File: config.mk
export PLATFORM = sky130hd
export DESIGN_NAME = smv_ctrl
export DESIGN_NICKNAME = d
export VERILOG_FILES = /design/src/hdl/smv_pkg.sv /design/src/hdl/smv_ctrl.sv
export SDC_FILE = /design/constraint.sdc
export NUM_CORES = 1
export LEC_CHECK = 0
export ABC_AREA = 1
export ABC_CLOCK_PERIOD_IN_PS = 1500
export BUFFER_PORTS_ARGS = -buffer_cell sky130_fd_sc_hd__buf_2
export CAP_MARGIN = 20
export CORE_MARGIN = 2
export CORE_UTILIZATION = 49
export DETAILED_ROUTE_END_ITERATION = 7
export GPL_TIMING_DRIVEN = 1
export PLACE_DENSITY = 0.77
export SLEW_MARGIN = 40
export SYNTH_ARGS = -nofsm -noshare
export SYNTH_HDL_FRONTEND = slang
export SYNTH_SLANG_ARGS = --single-unit
File: constraint.sdc
create_clock -name clk -period 1.5 [get_ports clk]
set_input_delay 0.225 -clock clk [delete_from_list [all_inputs] [get_ports clk]]
set_output_delay 0.225 -clock clk [all_outputs]
set_load 0.02 [all_outputs]
File: src/hdl/smv_pkg.sv
// Types, constants and codes of the sparse matrix vector block.
package smv_pkg;

  localparam int DIM     = 64;
  localparam int NNZ_MAX = 1024;
  localparam int IDX_W   = $clog2(NNZ_MAX);
  localparam int CNT_W   = $clog2(NNZ_MAX + 1);
  localparam int VIDX_W  = $clog2(DIM);
  localparam int N_W     = $clog2(DIM + 1);
  localparam int ROW_W   = 6;
  localparam int VAL_W   = 32;
  localparam int ACC_W   = 48;

  // Request codes.
  localparam logic [1:0] REQ_LOAD_ENTRY = 2'd0;
  localparam logic [1:0] REQ_LOAD_VEC   = 2'd1;
  localparam logic [1:0] REQ_RUN        = 2'd2;
  localparam logic [1:0] REQ_CLEAR      = 2'd3;

  // Configuration register indexes.
  localparam logic CFG_SYMMETRIC = 1'b0;
  localparam logic CFG_SIZE      = 1'b1;

  typedef struct packed {
    logic [ROW_W-1:0] r;
    logic [ROW_W-1:0] c;
    logic [VAL_W-1:0] v;
  } entry_t;

  // Commands from the controller to the datapath.
  typedef struct packed {
    logic init;
    logic acc_clr;
    logic ent_rd;
    logic vec_rd;
    logic mul_fwd;
    logic acc_fwd;
    logic mul_mir;
    logic acc_mir;
    logic out_rd;
    logic out_emit;
  } cmd_t;

  // Status from the datapath to the controller.
  typedef struct packed {
    logic row_last;
    logic ent_done;
    logic in_range;
    logic mirror;
  } sts_t;

endpackage

File: src/hdl/smv_ctrl.sv
// Run sequencer of the sparse matrix vector block.
module smv_ctrl (
  input  logic         clk,
  input  logic         rst_n,
  input  logic         run_go,
  input  smv_pkg::sts_t sts,
  output smv_pkg::cmd_t cmd,
  output logic         busy
);
  import smv_pkg::*;

  typedef enum logic [9:0] {
    S_IDLE = 10'b0000000001,
    S_CLR  = 10'b0000000010,
    S_ECHK = 10'b0000000100,
    S_VEC  = 10'b0000001000,
    S_MULF = 10'b0000010000,
    S_ACCF = 10'b0000100000,
    S_MULM = 10'b0001000000,
    S_ACCM = 10'b0010000000,
    S_ORD  = 10'b0100000000,
    S_OEM  = 10'b1000000000
  } state_t;

  state_t state_r, state_nxt;

  // State register.
  always_ff @(posedge clk) begin
    if (!rst_n) begin
      state_r <= S_IDLE;
    end else begin
      state_r <= state_nxt;
    end
  end

  // Next state and commands.
  always_comb begin
    state_nxt = state_r;
    cmd       = '0;
    case (state_r)
      S_IDLE: begin
        if (run_go) begin
          cmd.init  = 1'b1;
          state_nxt = S_CLR;
        end
      end
      S_CLR: begin
        cmd.acc_clr = 1'b1;
        if (sts.row_last) begin
          cmd.init  = 1'b1;
          state_nxt = S_ECHK;
        end
      end
      S_ECHK: begin
        if (sts.ent_done) begin
          state_nxt = S_ORD;
        end else begin
          cmd.ent_rd = 1'b1;
          state_nxt  = S_VEC;
        end
      end
      S_VEC: begin
        if (sts.in_range) begin
          cmd.vec_rd = 1'b1;
          state_nxt  = S_MULF;
        end else begin
          state_nxt = S_ECHK;
        end
      end
      S_MULF: begin
        cmd.mul_fwd = 1'b1;
        state_nxt   = S_ACCF;
      end
      S_ACCF: begin
        cmd.acc_fwd = 1'b1;
        state_nxt   = sts.mirror ? S_MULM : S_ECHK;
      end
      S_MULM: begin
        cmd.mul_mir = 1'b1;
        state_nxt   = S_ACCM;
      end
      S_ACCM: begin
        cmd.acc_mir = 1'b1;
        state_nxt   = S_ECHK;
      end
      S_ORD: begin
        cmd.out_rd = 1'b1;
        state_nxt  = S_OEM;
      end
      S_OEM: begin
        cmd.out_emit = 1'b1;
        state_nxt    = sts.row_last ? S_IDLE : S_ORD;
      end
      default: begin
        state_nxt = S_IDLE;
      end
    endcase
  end

  assign busy = (state_r != S_IDLE);

endmodule

[Yosys cells after proc, flatten, opt, wreduce, memory -nomap -nowiden]
Index checks and enable logic that the tools add are counted.
Word-level totals
  output and inout port bits: 11
  input port bits: 7
  register bits: 10
Operators by class
  muxes and demuxes: 21
  eq/ne operators: 13
  reduce and logical (&&, ||, !) cells: 1
Operators by type and width (number)
  10-bit one-hot mux with 10 select lines: 1
  10-bit 2-to-1 mux: 2
  9-bit 2-to-1 mux: 2
  1-bit 2-to-1 mux: 13
  10-bit by 1-bit equality test with 1-bit output (second input constant): 1
  10-bit equality test (second input constant): 1
  10-bit by 2-bit equality test with 1-bit output (second input constant): 1
  10-bit by 3-bit equality test with 1-bit output (second input constant): 1
  10-bit by 4-bit equality test with 1-bit output (second input constant): 1
  10-bit by 5-bit equality test with 1-bit output (second input constant): 1
  10-bit by 6-bit equality test with 1-bit output (second input constant): 1
  10-bit by 7-bit equality test with 1-bit output (second input constant): 1
  10-bit by 8-bit equality test with 1-bit output (second input constant): 1
  10-bit by 9-bit equality test with 1-bit output (second input constant): 1
  10-bit by 1-bit != test with 1-bit output (second input constant): 1
  7-bit 2-to-1 mux: 1
  5-bit 2-to-1 mux: 1
  2-bit != test (second input constant): 2
  1-bit one-hot mux with 2 select lines: 1
  2-bit AND reduction: 1

[Longest topological paths before layout]
  depth after elaboration: 3
  gate-level depth with buffers: 9

[Worst setup path after synthesis]
OpenSTA, ideal clock, no wires.
  path type: reg-to-output
  start: register state_r[4]
  end: output port cmd[9] (netlist name)
  data required time: 1275 ps
  slack: 158 ps
  arrival time: 1117 ps
  cell stages (with the launch flop): 6
  path through: dfxtp_1 > nor2_2 > nand2_2 > nor3_4 > nand2_1 > nand2_1
RTL lines
  start: declaration: RTL line smv_ctrl.sv:25  | state_t state_r, state_nxt;
  start signal: assignment: RTL line smv_ctrl.sv:32  | state_r <= state_nxt;
  end: declaration: RTL line smv_ctrl.sv:7  | output smv_pkg::cmd_t cmd,

==> impl_metrics.env <==
export IMPL_overflow=0
export IMPL_largest_reg_flops=10
export IMPL_io_pins=18
export IMPL_gr_usage_met3_pct=5.00
export IMPL_portBuffers=17
export IMPL_finalMaxSlewViolations=0
export IMPL_drt_initial_drc_count=30
export IMPL_die_area_um2=1630
export IMPL_cp_data_required_time_ps=1270
export IMPL_end_kind="primary output"
export IMPL_worst_path_max_delay_cell="dfxtp_2"
export IMPL_fp_dieH_um=40.4
export IMPL_clkLatencyLatePin_ps=280
export IMPL_max_stage_delay_ps=350
export IMPL_met1_usage_pct=33.1
export IMPL_synth_top_area_share_pct=30.9
export IMPL_gp_congestion=0.840
export IMPL_dp_cells=142
export IMPL_worst_pin_slew_ps=224
export IMPL_grt_pass1_vias=648
export IMPL_netlist_instances=110
export IMPL_drc=0
export IMPL_p_per_area_nw_per_um2=1410
export IMPL_synth_edf_count=0
export IMPL_final_nets=143
export IMPL_via_per_inst=4.98
export IMPL_yosys_cell_types_count=16
export IMPL_whs_ps=190
export IMPL_start_util_pct=51.1
export IMPL_max_freq_mhz=624
export IMPL_final_cells=150
export IMPL_drt_wl_total_um=1780
export IMPL_cp_cell_sequence="nor2_4, nand2_4, nor3_4, nand2_1, nand2_2, buf_6"
export IMPL_diodes=0
export IMPL_yosys_area_top_type="dfxtp_1"
export IMPL_arrival_ps=1380
export IMPL_cap_violations=0
export IMPL_synthTopCellsByArea="dfxtp_1, nand2_1, inv_1, nor2_1, nand3_1"
export IMPL_synthArstFlopShare_pct=0
export IMPL_largestRegisters="state_r (10)"
export IMPL_rsz0062_at_grt="true"
export IMPL_post_drt_wl_per_cell_um=11.9
export IMPL_clk_pin_slew_ps=70
export IMPL_rows=13
export IMPL_fp_dieW_um=40.4
export IMPL_core_um2=1270
export IMPL_grt_max_degree=7
export IMPL_finalHoldViolCount=0
export IMPL_vias=747
export IMPL_grt_use_total_pct=25.4
export IMPL_dp_hpwl_um=1170
export IMPL_status="finished with violations"
export IMPL_vdd_ir_drop_max_mv=0.788
export IMPL_setup_viol=8
export IMPL_regMostFlops="state_r"
export IMPL_htreeDepth=1
export IMPL_grt_pass1_wl_um=2660
export IMPL_slew_headroom_pct=85.0
export IMPL_cts_sinks=10
export IMPL_yosysMostFrequentCell="nand2_1"
export IMPL_cts_buffer_depth=2
export IMPL_finalCritPeriodShare_pct=107
export IMPL_syn_avg_cell_area_um2=5.89
export IMPL_path_class="reg2out"
export IMPL_violations="setup timing"
export IMPL_synth_cell_area_um2=648
export IMPL_leakage_uw=0.000550
export IMPL_antenna_found_initial=0
export IMPL_synth_top_cells_by_count="nand2_1, inv_1, nor2_1"
export IMPL_syn_num_nets=117
export IMPL_area_delta_synth_final_pct=47.9
export IMPL_ys_seq_elements=10
export IMPL_critPathMaxFanout=5
export IMPL_synthFlopType="dfxtp_1"
export IMPL_min_path_type="in2reg"
export IMPL_drive_gt1_share_pct=43.0
export IMPL_cts_tree="yes"
export IMPL_root_buffer="clkbuf_4"
export IMPL_cts_buffers=3
export IMPL_cts_hold_buf=0
export IMPL_met2_usage_pct=39.3
export IMPL_synth_warnings=0
export IMPL_seq_area_frac_synth_pct=30.9
export IMPL_fin_skew_ps=1.70
export IMPL_dr_pass1_iters=4
export IMPL_period_needed_ps=1600
export IMPL_ant_nets=0
export IMPL_startpoint_type="flop"
export IMPL_grt_busiest_layer="met2"
export IMPL_postLayoutSetupSlackWorst_ps=-102
power by group:
group / internal (µW) / total (µW) / switching, µW
Sequential: 312 / 362 / 50.1
Clock: 148 / 257 / 109
Combinational: 280 / 729 / 449
routing by layer:
layer / part of all wire (%) / vias to the layer above
met3: 4.7 / 9
met1: 43 / 327
met4: 3.3 / 0
li1: - / 381
met2: 49 / 30
met5: 0 / -
logic make-up (layout without fill, tap and decap cells):
family,Yosys count,count (layout),share of synthesized area (%)
AO/OA/AOI/OAI,2,2,1.54
flip-flops,10,10,30.9
AND/OR/NAND/NOR,72,72,52.5
buffers and inverters,26,51,15.1
stage by stage:
stage / total power, µW / utilization (%) / TNS, ps / instance area, µm² / worst slack [ps]
CTS: 1270 / 72.2 / -139 / 916 / -68.6
finish: 1350 / 75.5 / -341 / 958 / -102
floorplan: 743 / - / 0 / 648 / 158
detailed placement: 868 / 59.3 / 0 / 752 / 151
global placement: 866 / 59.3 / 0 / 752 / 178
global route: 1450 / 75.5 / -960 / 958 / -181
cell usage in the layout, fill, tap and decap left out, drive strengths merged:
| master | count |
|---|---|
| a21oi | 1 |
| buf | 21 |
| clkbuf | 4 |
| dfxtp | 10 |
| inv | 26 |
| nand2 | 30 |
| nand3 | 10 |
| nand3b | 3 |
| nor2 | 24 |
| nor3 | 5 |
| o21ai | 1 |
repair_timing:
item / 4_1_cts / 5_1_grt
buffers inserted: 3 / 1
endpoints found under the setup margin: 11 / 11
pin swaps: 13 / 4
gates resized for setup: 34 / 13
cloned: 0 / 0
area by class of cell:
type	count	area [µm²]
multi-input combinational	74	445
sequential	10	209
fill	89	310
timing repair buffer	21	151
clock buffer	4	36.3
tap	15	18.8
inverter	26	97.6
critical path: cells and delay by family (launching register included):
family	cells	cell delay [ps]
buffers and inverters	1	110
DFF	1	350
and+or+nand+nor	5	640
path summary, 6_finish.rpt:
kind	start	end	slack, ps	depth (start not counted)
setup / recovery	state_r[7]	cmd[9]	-100	6
hold / removal	sts[0]	state_r[6]	190	3
setup reg to reg	state_r[7]	state_r[8]	200	8
hold reg to reg	state_r[9]	state_r[9]	600	3
No activity file was read; power rests on OpenSTA's default activity.
